## src/sv/battery_gauge_averaging_sequencer_top_macros.svh

```systemverilog
// Assertion macros for the battery gauge averaging sequencer.
// Included by the top level; needs no package.
`ifndef BATTERY_GAUGE_AVERAGING_SEQUENCER_TOP_MACROS_SVH
`define BATTERY_GAUGE_AVERAGING_SEQUENCER_TOP_MACROS_SVH

// Same-cycle implication, checked out of reset.
`define BGAS_ASSERT_NOW(label, clk, rst_n, ante, cons, msg) \
	label: assert property (@(posedge clk) disable iff (!rst_n) (ante) |-> (cons)) \
		else $error(msg);

// Next-cycle implication, checked out of reset.
`define BGAS_ASSERT_NEXT(label, clk, rst_n, ante, cons, msg) \
	label: assert property (@(posedge clk) disable iff (!rst_n) (ante) |=> (cons)) \
		else $error(msg);

`endif

```

## src/sv/bgas_pkg.sv

```systemverilog
// Package of the battery gauge averaging sequencer: types, widths and constants.
// Used by the controller, the datapath and the top level; depends on nothing.
`timescale 1ns / 1ps
`default_nettype none

package bgas_pkg;

	// Averaging and converter setup.
	localparam int SAMPLE_COUNT = 10;
	localparam int ADC_BITS     = 12;

	// Field and state widths.
	localparam int ADC_W     = 12;
	localparam int TIME_W    = 32;
	localparam int SUM_W     = 16;
	localparam int COUNT_W   = 4;
	localparam int THRESH_W  = 35;
	localparam int PERCENT_W = 8;

	// Configuration port.
	localparam int CFG_DATA_W = 35;
	localparam int CFG_IDX_W  = 2;
	localparam logic [CFG_IDX_W-1:0] REG_SAMPLE_WAIT = 2'd0;
	localparam logic [CFG_IDX_W-1:0] REG_MIN_VOLT    = 2'd1;
	localparam logic [CFG_IDX_W-1:0] REG_MAX_VOLT    = 2'd2;

	// Register reset values: 1000 ms, 3.0 V and 4.2 V.
	localparam logic [TIME_W-1:0]   SAMPLE_WAIT_RST = 32'd1000;
	localparam logic [THRESH_W-1:0] MIN_VOLT_RST    = 35'd12884901888;
	localparam logic [THRESH_W-1:0] MAX_VOLT_RST    = 35'd18038862643;

	// Volts per summed code with 32 fractional bits, rounded to nearest.
	localparam longint unsigned VOLT_NUM   = 64'd7445 << (32 - ADC_BITS);
	localparam longint unsigned VOLT_DEN   = 64'd1000 * SAMPLE_COUNT;
	localparam longint unsigned VOLT_SCALE = (VOLT_NUM + VOLT_DEN / 2) / VOLT_DEN;
	localparam int VOLT_SCALE_W = $clog2(VOLT_SCALE + 1);

	// The voltage register is at least as wide as a threshold plus one bit.
	localparam int VOLT_RAW_W = SUM_W + VOLT_SCALE_W;
	localparam int VOLT_W     = (VOLT_RAW_W > THRESH_W) ? VOLT_RAW_W : THRESH_W + 1;

	// Horner evaluation: 64-bit signed accumulator, 32 fractional bits in V.
	localparam int POLY_W       = 64;
	localparam int VOLT_FRAC    = 32;
	localparam int POLY_FRAC    = 16;
	localparam int DIGIT_W      = 16;
	localparam int DIGITS       = POLY_W / DIGIT_W;
	localparam int DIGIT_IDX_W  = $clog2(DIGITS);
	localparam int PROD_W       = POLY_W + VOLT_W;
	localparam int HORNER_TERMS = 5;
	localparam int COEF_IDX_W   = $clog2(HORNER_TERMS);
	localparam int STEP_W       = $clog2(HORNER_TERMS - 1);

	// Quartic coefficients, highest power first, 16 fractional bits.
	localparam logic signed [POLY_W-1:0] HORNER_COEF [0:HORNER_TERMS-1] = '{
		64'sd184050044,
		-64'sd2854808171,
		64'sd16570685116,
		-64'sd42648696357,
		64'sd41060460134
	};

	localparam logic signed [POLY_W-1:0] POLY_MAX = {1'b0, {(POLY_W-1){1'b1}}};
	localparam logic signed [POLY_W-1:0] POLY_MIN = {1'b1, {(POLY_W-1){1'b0}}};

	// Percentages that override the polynomial.
	localparam logic signed [PERCENT_W-1:0] PERCENT_FULL  = 8'sd100;
	localparam logic signed [PERCENT_W-1:0] PERCENT_EMPTY = 8'sd0;
	localparam logic signed [PERCENT_W-1:0] PERCENT_HI    = 8'sd127;
	localparam logic signed [PERCENT_W-1:0] PERCENT_LO    = -8'sd128;

	// Item operation codes.
	typedef enum logic {
		OP_START = 1'b0,
		OP_LOOP  = 1'b1
	} op_t;

	// Gauge phases as seen on the result channel.
	typedef enum logic [1:0] {
		PHASE_IDLE    = 2'd0,
		PHASE_INIT    = 2'd1,
		PHASE_MEASURE = 2'd2,
		PHASE_COMPUTE = 2'd3
	} phase_t;

	// Sequencer states of the controller.
	typedef enum logic [2:0] {
		SQ_READY,
		SQ_VOLT,
		SQ_LOAD,
		SQ_MUL,
		SQ_FIX,
		SQ_ADD,
		SQ_PCT
	} seq_state_t;

	// Commands from the controller to the datapath.
	typedef struct packed {
		logic                   clear;
		logic                   take;
		logic                   load_volt;
		logic                   load_mag;
		logic                   mul_digit;
		logic [DIGIT_IDX_W-1:0] digit_idx;
		logic                   fix;
		logic                   add;
		logic [COEF_IDX_W-1:0]  coef_idx;
		logic                   finish;
	} bgas_cmd_t;

	// Status from the datapath to the controller.
	typedef struct packed {
		logic take_ok;
		logic full_next;
	} bgas_status_t;

endpackage

`default_nettype wire

```

## src/sv/bgas_datapath.sv

```systemverilog
// Datapath of the battery gauge: configuration registers, sample accumulator,
// voltage scaling and the shared multiply unit for Horner evaluation. Uses bgas_pkg.
`timescale 1ns / 1ps
`default_nettype none

module bgas_datapath (
	input  wire                                     clk,
	input  wire                                     arst_n,
	input  wire                                     cfg_write,
	input  wire  [bgas_pkg::CFG_IDX_W-1:0]          cfg_index,
	input  wire  [bgas_pkg::CFG_DATA_W-1:0]         cfg_data,
	input  wire  [bgas_pkg::TIME_W-1:0]             now_ms,
	input  wire  [bgas_pkg::ADC_W-1:0]              adc_code,
	input  bgas_pkg::bgas_cmd_t                     cmd,
	output bgas_pkg::bgas_status_t                  status,
	output logic signed [bgas_pkg::PERCENT_W-1:0]   battery_percent
);
	import bgas_pkg::*;

	localparam int Q_W = PROD_W - VOLT_FRAC;

	logic [TIME_W-1:0]   sample_wait_q;
	logic [THRESH_W-1:0] min_volt_q;
	logic [THRESH_W-1:0] max_volt_q;
	logic [SUM_W-1:0]    sample_sum_q;
	logic [COUNT_W-1:0]  sample_count_q;
	logic [TIME_W-1:0]   last_sample_q;
	logic signed [PERCENT_W-1:0] percent_q;

	logic [VOLT_W-1:0]        volt_q;
	logic signed [POLY_W-1:0] poly_q;
	logic [POLY_W-1:0]        mag_q;
	logic                     neg_q;
	logic [PROD_W-1:0]        acc_q;

	logic [TIME_W-1:0]             elapsed;
	logic                          take_ok;
	logic [COUNT_W-1:0]            count_next;
	logic [DIGIT_W+VOLT_W-1:0]     digit_prod;
	logic [Q_W-1:0]                quot;
	logic                          rem_nz;
	logic [Q_W:0]                  quot_up;
	logic signed [POLY_W-1:0]      floored;
	logic signed [POLY_W:0]        wide_sum;
	logic signed [POLY_W-1:0]      sat_sum;
	logic signed [POLY_W-POLY_FRAC-1:0] whole;
	logic signed [PERCENT_W-1:0]   percent_d;

	// Configuration writes; an index past the list is dropped.
	always_ff @(posedge clk or negedge arst_n) begin
		if (!arst_n) begin
			sample_wait_q <= SAMPLE_WAIT_RST;
			min_volt_q    <= MIN_VOLT_RST;
			max_volt_q    <= MAX_VOLT_RST;
		end else if (cfg_write) begin
			case (cfg_index)
				REG_SAMPLE_WAIT: sample_wait_q <= cfg_data[TIME_W-1:0];
				REG_MIN_VOLT:    min_volt_q    <= cfg_data[THRESH_W-1:0];
				REG_MAX_VOLT:    max_volt_q    <= cfg_data[THRESH_W-1:0];
				default:         ;
			endcase
		end
	end

	// A sample is taken when the wrapped time since the last one reaches the wait.
	always_comb begin
		elapsed    = now_ms - last_sample_q;
		take_ok    = (sample_count_q < COUNT_W'(SAMPLE_COUNT)) && (elapsed >= sample_wait_q);
		count_next = sample_count_q + COUNT_W'(take_ok);
		status.take_ok   = take_ok;
		status.full_next = (count_next == COUNT_W'(SAMPLE_COUNT));
	end

	// Accumulator state.
	always_ff @(posedge clk or negedge arst_n) begin
		if (!arst_n) begin
			sample_sum_q   <= '0;
			sample_count_q <= '0;
			last_sample_q  <= '0;
		end else if (cmd.clear) begin
			sample_sum_q   <= '0;
			sample_count_q <= '0;
			last_sample_q  <= '0;
		end else if (cmd.take) begin
			sample_sum_q   <= sample_sum_q + SUM_W'(adc_code);
			sample_count_q <= sample_count_q + COUNT_W'(1);
			last_sample_q  <= now_ms;
		end
	end

	// One 16-bit digit of the magnitude times the voltage.
	assign digit_prod = mag_q[cmd.digit_idx*DIGIT_W +: DIGIT_W] * volt_q;

	// Floor of the signed product over 2^32, saturated to 64 bits.
	always_comb begin
		quot    = acc_q[PROD_W-1:VOLT_FRAC];
		rem_nz  = |acc_q[VOLT_FRAC-1:0];
		quot_up = {1'b0, quot} + (Q_W+1)'(rem_nz);
		if (!neg_q) begin
			if (|quot[Q_W-1:POLY_W-1]) begin
				floored = POLY_MAX;
			end else begin
				floored = $signed(quot[POLY_W-1:0]);
			end
		end else begin
			if (|quot_up[Q_W:POLY_W-1]) begin
				floored = POLY_MIN;
			end else begin
				floored = -$signed(quot_up[POLY_W-1:0]);
			end
		end
	end

	// Saturating add of the next coefficient.
	always_comb begin
		wide_sum = {poly_q[POLY_W-1], poly_q}
			+ {HORNER_COEF[cmd.coef_idx][POLY_W-1], HORNER_COEF[cmd.coef_idx]};
		if (wide_sum[POLY_W] != wide_sum[POLY_W-1]) begin
			sat_sum = wide_sum[POLY_W] ? POLY_MIN : POLY_MAX;
		end else begin
			sat_sum = wide_sum[POLY_W-1:0];
		end
	end

	// Whole percent truncated toward zero, clamped, then threshold overrides.
	always_comb begin
		whole = poly_q[POLY_W-1:POLY_FRAC];
		if (poly_q[POLY_W-1] && (|poly_q[POLY_FRAC-1:0])) begin
			whole = whole + (POLY_W-POLY_FRAC)'(1);
		end
		if (whole > (POLY_W-POLY_FRAC)'(signed'(PERCENT_HI))) begin
			percent_d = PERCENT_HI;
		end else if (whole < (POLY_W-POLY_FRAC)'(signed'(PERCENT_LO))) begin
			percent_d = PERCENT_LO;
		end else begin
			percent_d = whole[PERCENT_W-1:0];
		end
		if (volt_q > VOLT_W'(max_volt_q)) begin
			percent_d = PERCENT_FULL;
		end else if (volt_q < VOLT_W'(min_volt_q)) begin
			percent_d = PERCENT_EMPTY;
		end
	end

	// Horner working registers.
	always_ff @(posedge clk) begin
		if (cmd.load_volt) begin
			volt_q <= VOLT_W'(sample_sum_q) * VOLT_W'(VOLT_SCALE);
			poly_q <= HORNER_COEF[0];
		end
		if (cmd.load_mag) begin
			neg_q <= poly_q[POLY_W-1];
			mag_q <= poly_q[POLY_W-1] ? POLY_W'(-poly_q) : POLY_W'(poly_q);
			acc_q <= '0;
		end
		if (cmd.mul_digit) begin
			acc_q <= (acc_q << DIGIT_W) + PROD_W'(digit_prod);
		end
		if (cmd.fix) begin
			poly_q <= floored;
		end
		if (cmd.add) begin
			poly_q <= sat_sum;
		end
	end

	// Last computed percentage.
	always_ff @(posedge clk or negedge arst_n) begin
		if (!arst_n) begin
			percent_q <= '0;
		end else if (cmd.finish) begin
			percent_q <= percent_d;
		end
	end

	assign battery_percent = percent_q;

endmodule

`default_nettype wire

```

## src/sv/bgas_ctrl.sv

```systemverilog
// Controller of the battery gauge: gauge phase, Horner sequencer and result register.
// Drives the datapath through bgas_cmd_t; uses bgas_pkg.
`timescale 1ns / 1ps
`default_nettype none

module bgas_ctrl (
	input  wire                    clk,
	input  wire                    arst_n,
	input  wire                    in_valid,
	output logic                   in_stall,
	input  wire                    operation,
	output logic                   out_valid,
	input  wire                    out_stall,
	output logic                   start_accepted,
	output bgas_pkg::phase_t       phase,
	output logic                   result_ready,
	input  bgas_pkg::bgas_status_t status,
	output bgas_pkg::bgas_cmd_t    cmd
);
	import bgas_pkg::*;

	seq_state_t              state_q, state_d;
	phase_t                  phase_q, phase_d;
	logic [DIGIT_IDX_W-1:0]  digit_q, digit_d;
	logic [STEP_W-1:0]       step_q, step_d;
	logic                    out_valid_q, out_valid_d;
	logic                    start_acc_q, start_acc_d;
	logic                    ready_q, ready_d;
	logic                    accept;

	// State registers.
	always_ff @(posedge clk or negedge arst_n) begin
		if (!arst_n) begin
			state_q     <= SQ_READY;
			phase_q     <= PHASE_IDLE;
			digit_q     <= '0;
			step_q      <= '0;
			out_valid_q <= 1'b0;
			start_acc_q <= 1'b0;
			ready_q     <= 1'b0;
		end else begin
			state_q     <= state_d;
			phase_q     <= phase_d;
			digit_q     <= digit_d;
			step_q      <= step_d;
			out_valid_q <= out_valid_d;
			start_acc_q <= start_acc_d;
			ready_q     <= ready_d;
		end
	end

	// Input is taken only when the sequencer is free and the result slot drains.
	assign in_stall = (state_q != SQ_READY) || (out_valid_q && out_stall);
	assign accept   = in_valid && !in_stall;

	// Next state, datapath commands and result register.
	always_comb begin
		state_d     = state_q;
		phase_d     = phase_q;
		digit_d     = digit_q;
		step_d      = step_q;
		start_acc_d = start_acc_q;
		ready_d     = ready_q;
		out_valid_d = out_valid_q && out_stall;
		cmd         = '0;
		cmd.digit_idx = digit_q;
		cmd.coef_idx  = COEF_IDX_W'(step_q) + COEF_IDX_W'(1);

		case (state_q)
			SQ_READY: begin
				if (accept) begin
					out_valid_d = 1'b1;
					start_acc_d = 1'b0;
					ready_d     = 1'b0;
					case (op_t'(operation))
						OP_START: begin
							if (phase_q == PHASE_IDLE) begin
								phase_d     = PHASE_INIT;
								start_acc_d = 1'b1;
							end
						end
						OP_LOOP: begin
							case (phase_q)
								PHASE_INIT: begin
									cmd.clear = 1'b1;
									phase_d   = PHASE_MEASURE;
								end
								PHASE_MEASURE: begin
									cmd.take = status.take_ok;
									if (status.full_next) begin
										phase_d = PHASE_COMPUTE;
									end
								end
								PHASE_COMPUTE: begin
									out_valid_d = 1'b0;
									state_d     = SQ_VOLT;
								end
								default: ;
							endcase
						end
						default: ;
					endcase
				end
			end
			SQ_VOLT: begin
				cmd.load_volt = 1'b1;
				step_d        = '0;
				state_d       = SQ_LOAD;
			end
			SQ_LOAD: begin
				cmd.load_mag = 1'b1;
				digit_d      = DIGIT_IDX_W'(DIGITS - 1);
				state_d      = SQ_MUL;
			end
			SQ_MUL: begin
				cmd.mul_digit = 1'b1;
				digit_d       = digit_q - DIGIT_IDX_W'(1);
				if (digit_q == '0) begin
					state_d = SQ_FIX;
				end
			end
			SQ_FIX: begin
				cmd.fix = 1'b1;
				state_d = SQ_ADD;
			end
			SQ_ADD: begin
				cmd.add = 1'b1;
				step_d  = step_q + STEP_W'(1);
				if (step_q == STEP_W'(HORNER_TERMS - 2)) begin
					state_d = SQ_PCT;
				end else begin
					state_d = SQ_LOAD;
				end
			end
			SQ_PCT: begin
				cmd.finish  = 1'b1;
				phase_d     = PHASE_IDLE;
				out_valid_d = 1'b1;
				start_acc_d = 1'b0;
				ready_d     = 1'b1;
				state_d     = SQ_READY;
			end
			default: begin
				state_d = SQ_READY;
			end
		endcase
	end

	assign out_valid      = out_valid_q;
	assign start_accepted = start_acc_q;
	assign phase          = phase_q;
	assign result_ready   = ready_q;

endmodule

`default_nettype wire

```

## src/sv/battery_gauge_averaging_sequencer_top.sv

```systemverilog
// Top level of the battery gauge averaging sequencer: controller plus datapath.
// Depends on bgas_pkg, bgas_ctrl, bgas_datapath and the assertion macro header.
//
//   channel   direction   handshake              payload
//   input     in          in_valid / in_stall    operation, now_ms, adc_code
//   result    out         out_valid / out_stall  battery_percent, start_accepted,
//                                                phase, result_ready
//   config    in          cfg_write              cfg_index, cfg_data
//
// The result of every item but a compute pass is registered at the edge that accepts it.
// A compute item passes through the voltage product, four Horner steps (magnitude load,
// four 16-bit digit products, floor, add) and the percentage; its result is registered
// as the sequencer leaves the percentage state.
// The single shared digit multiplier takes the digit products one after another.
// in_stall is high while a computation runs and while an unread result is stalled.
// Reset is asynchronous and needs no clearing pass.
`timescale 1ns / 1ps
`default_nettype none

`include "battery_gauge_averaging_sequencer_top_macros.svh"

module battery_gauge_averaging_sequencer_top (
	input  wire                                    clk,
	input  wire                                    arst_n,
	input  wire                                    in_valid,
	output logic                                   in_stall,
	input  wire                                    operation,
	input  wire  [bgas_pkg::TIME_W-1:0]            now_ms,
	input  wire  [bgas_pkg::ADC_W-1:0]             adc_code,
	output logic                                   out_valid,
	input  wire                                    out_stall,
	output logic signed [bgas_pkg::PERCENT_W-1:0]  battery_percent,
	output logic                                   start_accepted,
	output logic [1:0]                             phase,
	output logic                                   result_ready,
	input  wire                                    cfg_write,
	input  wire  [bgas_pkg::CFG_IDX_W-1:0]         cfg_index,
	input  wire  [bgas_pkg::CFG_DATA_W-1:0]        cfg_data
);
	import bgas_pkg::*;

	bgas_cmd_t    cmd;
	bgas_status_t status;
	phase_t       ctl_phase;

	// Phase sequencing and Horner control.
	bgas_ctrl u_ctrl (
		.clk            (clk),
		.arst_n         (arst_n),
		.in_valid       (in_valid),
		.in_stall       (in_stall),
		.operation      (operation),
		.out_valid      (out_valid),
		.out_stall      (out_stall),
		.start_accepted (start_accepted),
		.phase          (ctl_phase),
		.result_ready   (result_ready),
		.status         (status),
		.cmd            (cmd)
	);

	// Registers, accumulator and arithmetic.
	bgas_datapath u_datapath (
		.clk             (clk),
		.arst_n          (arst_n),
		.cfg_write       (cfg_write),
		.cfg_index       (cfg_index),
		.cfg_data        (cfg_data),
		.now_ms          (now_ms),
		.adc_code        (adc_code),
		.cmd             (cmd),
		.status          (status),
		.battery_percent (battery_percent)
	);

	assign phase = ctl_phase;

	// A finished computation always leaves the gauge idle.
	`BGAS_ASSERT_NOW(a_ready_idle, clk, arst_n, out_valid && result_ready, (ctl_phase == PHASE_IDLE) && !start_accepted, "result_ready without idle phase")

	// An accepted start always moves the gauge to init.
	`BGAS_ASSERT_NOW(a_start_init, clk, arst_n, out_valid && start_accepted, ctl_phase == PHASE_INIT, "start accepted without init phase")

	// After an accepted item either its result waits or the block is busy.
	`BGAS_ASSERT_NEXT(a_accept_tracked, clk, arst_n, in_valid && !in_stall, out_valid || in_stall, "accepted item lost")

endmodule

`default_nettype wire
```

## config.mk

```make
export PLATFORM = sky130hd
export DESIGN_NAME = battery_gauge_averaging_sequencer_top
export DESIGN_NICKNAME = d
export VERILOG_FILES = /design/src/sv/bgas_pkg.sv /design/src/sv/bgas_datapath.sv /design/src/sv/bgas_ctrl.sv /design/src/sv/battery_gauge_averaging_sequencer_top.sv
export VERILOG_INCLUDE_DIRS = /design/src /design/src/sv
export SDC_FILE = /design/constraint.sdc
export NUM_CORES = 2
export LEC_CHECK = 0
export ABC_CLOCK_PERIOD_IN_PS = 22600
export BUFFER_PORTS_ARGS = -buffer_cell sky130_fd_sc_hd__buf_2
export CORE_MARGIN = 4
export CORE_UTILIZATION = 71
export CTS_BUF_LIST = sky130_fd_sc_hd__clkbuf_2 sky130_fd_sc_hd__clkbuf_4 sky130_fd_sc_hd__clkbuf_8
export CTS_CLUSTER_DIAMETER = 30
export DETAILED_ROUTE_END_ITERATION = 7
export PLACE_DENSITY = 0.89
export SLEW_MARGIN = 20
export SYNTH_ARGS = -nofsm -noshare
export SYNTH_HDL_FRONTEND = slang
export SYNTH_SLANG_ARGS = --single-unit
```

## constraint.sdc

```tcl
create_clock -name clk -period 22.6 [get_ports clk]
set_input_delay 2.26 -clock clk [delete_from_list [all_inputs] [get_ports clk]]
set_output_delay 2.26 -clock clk [all_outputs]
set_load 0.05 [all_outputs]
```

==> implementation parameters <==
Parameter                              Value

Run status
  Outcome ... finished with violations
  Violations in the final reports ... design-rule violations

Floorplanning
  Starting Density ... 72.0%
  Number of rows created at floorplan ... 103
  Horizontal extent of the die ... 292 um
  Core Area ... 0.0794 mm^2
  Height of the die ... 292 um
  I/O Pins ... 101
  Overall die area ... 0.0851 mm^2

Synth
  Post-synth design cell area ... 0.0572 mm^2
  Sequential share of the synthesized area ... 21.6%
  Compound-cell area share of the yosys netlist ... 12.4%
  XOR/XNOR Fraction of Synth Area ... 5.94%
  Largest family of logic cells by synthesized area ... adder cells
  Synth Net Count ... 7564
  Number of enable-type register cells in the synthesized netlist ... 265
  Adder-cell area share of the yosys netlist ... 32.9%
  Register bit total from synthesis ... 439
  Library cells used by synthesis ... 85
  Average instance area after synthesis ... 9.01 um^2
  Cell count after synthesis ... 6349
  Multiplexer fraction of the synthesized cell area ... 2.25%
  Share of synthesized cell area in and, or, nand and nor gates ... 16.2%
  Fraction of registers with async set or reset after synthesis ... 39.6%
  Dominant register cell in the synthesized netlist ... sky130_fd_sc_hd__edfxtp_1
  Yosys warning total ... 0

STA
  Tmin final ... 9.92 ns
  Sum Neg Setup Slack ... 0 ns
  Number of setup violations in the final report ... 0
  Final clock period utilization by the worst path ... 43.9%
  Slew margin rel. ... 14.2%
  Fmax ... 101 MHz
  Max-slew violation count ... 0
  Clock skew after layout ... 0.0971 ns
  Setup repair after global routing missed its margin ... false
  Endpoints failing hold ... 0
  Worst Max-Slew Pin Slew ... 1.29 ns

Detailed routing
  Average vias per placed instance ... 6.71
  Router iterations before antenna repair ... 8
  Drt first-iter violations ... 5938
  Routed WL per cell ... 24.7 um
  Antenna Nets Post-Route ... 0
  Final WL ... 184000 um
  Post-route DRC ... 3
  Via Count ... 50000

Critical path
  Critical path start-end classification ... flip-flop to flip-flop
  CP startpoint kind ... flip-flop
  Most used cell along the critical path ... sky130_fd_sc_hd__fa_1
  Slowest stage cell on the critical path ... sky130_fd_sc_hd__mux4_2
  Endpoint kind of the worst setup timing path ... flip-flop
  Critical path's top delay family ... adder cells
  Critical path buffer and inverter count ... 6
  Required time of the critical path ... 23.09 ns
  Chain of cells forming the critical path ... mux4_2 > nand2_1 > fa_1 > inv_1 > fa_1 > inv_1 > fa_1 > inv_1 > fa_1 > fa_1 > inv_1 > fa_1 > inv_1 > ha_1 > nand4_1 > nor2_1 > o2111ai_1 > a2111o_1 > a21oi_1 > o311ai_1 > buf_4 > a211oi_1 > a21oi_1 > a31o_2
  Worst EP arrival ... 10.40 ns
  Maximum fanout count along the critical path ... 36
  Critical Path Max Stage Delay ... 1.06 ns

Clock tree
  Max H-tree Level ... 3
  Count of hold-fix buffers inserted at cts ... 0
  Number of buffers on the longest clock path ... 3
  TritonCTS clock tree ... yes
  Insertion delay of the later-clocked pin in the worst-skew pair ... 0.82 ns
  Post-CTS setup buffer count ... 0
  Count of cells resized by post-cts repair ... 0
  Library cell used as clock root buffer ... sky130_fd_sc_hd__clkbuf_8
  Clock transition at the registers of the reported paths ... 0.06 ns
  Clock sink count ... 439
  Number of buffers added by the clock tree synthesis step ... 107

Flow run
  Reported max-cap violation count ... 0

GRT
  Via count of the first global-routing pass ... 51900
  Number of antenna violations at the first check in global routing ... 10
  Maximum number of pins on one net before global-route repair ... 99
  Total grt overflow ... 0
  First-pass GRT wire length ... 285000 um
  Total routing usage reported by global routing ... 42.7%

Worst hold path
  Worst min path class ... flip-flop to flip-flop

Final layout
  Area delta synth->final ... 6.52%
  Layout cells sized above 1 ... 7.94%
  Most common cell after layout, fill and taps aside ... sky130_fd_sc_hd__inv_1
  Fillers ... 5200
  Final Net Count ... 7522
  Commonest non-fill, non-tap cells in the layout ... sky130_fd_sc_hd__inv_1 (1029), sky130_fd_sc_hd__nand2_1 (713), sky130_fd_sc_hd__fa_1 (629)
  Sequential Area ... 0.0123 mm^2
  Area of the multi-input gates ... 0.0399 mm^2

Place
  DP HPWL ... 133000 um
  Routability Congestion ... 0.992
  Port Buf Inserts ... 100
final timing paths:
check,start,endpoint,slack [ns],cells past startpoint
worst max-delay path,u_ctrl.digit_q[1]$_DFFE_PN0P_,u_datapath.acc_q[98]$_SDFFCE_PP0P_,12.68,24
worst min register to register,u_ctrl.result_ready$_DFFE_PN0P_,u_ctrl.result_ready$_DFFE_PN0P_,0.50,2
worst max register to register,u_ctrl.digit_q[1]$_DFFE_PN0P_,u_datapath.acc_q[98]$_SDFFCE_PP0P_,12.68,24
max in group asynchronous,arst_n,u_datapath.battery_percent[2]$_DFFE_PN0P_,19.68,2
worst min-delay path,u_ctrl.result_ready$_DFFE_PN0P_,u_ctrl.result_ready$_DFFE_PN0P_,0.50,2
min in group asynchronous,arst_n,u_datapath.last_sample_q[19]$_DFFE_PN0P_,1.60,1
logic make-up after synthesis:
| kind of cell | Yosys count |
|---|---|
| XOR/XNOR | 388 |
| AND/OR/NAND/NOR | 1878 |
| AO/OA/AOI/OAI | 1095 |
| adder cells (fa/ha/maj) | 1128 |
| multiplexers | 99 |
| flip-flops | 439 |
| buffers and inverters | 1322 |
cells in the mapped netlist (124+ instances only):
cell type | instances | area, um^2
sky130_fd_sc_hd__dfrtp_1 | 149 | 3730
sky130_fd_sc_hd__edfxtp_1 | 265 | 7960
sky130_fd_sc_hd__a21o_1 | 163 | 1220
sky130_fd_sc_hd__fa_1 | 629 | 12600
sky130_fd_sc_hd__o21ai_0 | 260 | 1300
sky130_fd_sc_hd__inv_1 | 1029 | 3860
sky130_fd_sc_hd__xor2_1 | 124 | 1090
sky130_fd_sc_hd__and2_1 | 220 | 1380
sky130_fd_sc_hd__nor2_1 | 273 | 1020
sky130_fd_sc_hd__clkbuf_1 | 269 | 1010
sky130_fd_sc_hd__nand2_1 | 715 | 2680
sky130_fd_sc_hd__xnor2_1 | 264 | 2310
sky130_fd_sc_hd__ha_1 | 499 | 6240
sky130_fd_sc_hd__a21oi_1 | 254 | 1270
state kept, by name (all words and copies together), names as in the netlist:
name                        flops
u_datapath.min_volt_q          35
u_datapath.volt_q              36
u_datapath.acc_q              100
u_ctrl.result_ready             1
u_ctrl.phase                    2
u_ctrl.start_accepted           1
u_datapath.neg_q                1
u_datapath.sample_sum_q        16
u_datapath.sample_count_q       4
u_datapath.sample_wait_q       32
u_datapath.last_sample_q       32
u_datapath.poly_q              64
u_ctrl.out_valid                1
u_ctrl.digit_q                  2
u_datapath.battery_percent      8
u_ctrl.step_q                   2
u_ctrl.state_q                  3
u_datapath.max_volt_q          35
u_datapath.mag_q               64
final cells by class:
| cell class | count | share of cell area (%) |
|---|---|---|
| multi-input combinational | 4588 | 65.6 |
| sequential | 439 | 20.3 |
| inverter | 1032 | 6.36 |
| clock buffer | 128 | 2.73 |
| tap | 1050 | 2.16 |
| clock inverter | 72 | 1.56 |
| timing repair buffer | 139 | 1.32 |
| antenna | 11 | 0.0452 |
stage by stage:
stage | cells | hold WS (ns) | setup slack, ns | util (%) | area [um^2]
2_1_floorplan | 6349 | 0.478 | 13.90 | - | 57200
3_3_place_gp | 7248 | 0.485 | 12.92 | 73.4 | 58300
3_5_place_dp | 7248 | 0.494 | 12.69 | 73.4 | 58300
4_1_cts | 7448 | 0.504 | 12.55 | 76.7 | 60900
5_1_grt | 7455 | 0.521 | 12.43 | 76.7 | 60900
6_report | 7459 | 0.503 | 12.68 | 76.7 | 60900
metal layers:
metal,vias to the layer above,global-route usage [%],wire (um)
li1,21200,-,-
met3,1258,10.7,21000
met4,2,33.4,18200
met2,3646,66.3,82700
met5,-,0,54
met1,23900,51.1,62600
worst min-delay path, cell delays in order, from the launching register on:
cell                      delay, ns
sky130_fd_sc_hd__dfrtp_1       0.35
sky130_fd_sc_hd__nand2_1       0.06
sky130_fd_sc_hd__nand2_1       0.06
Power is not shown: default switching activity piles up to over one toggle a cycle in this logic, so the estimate is an artifact.
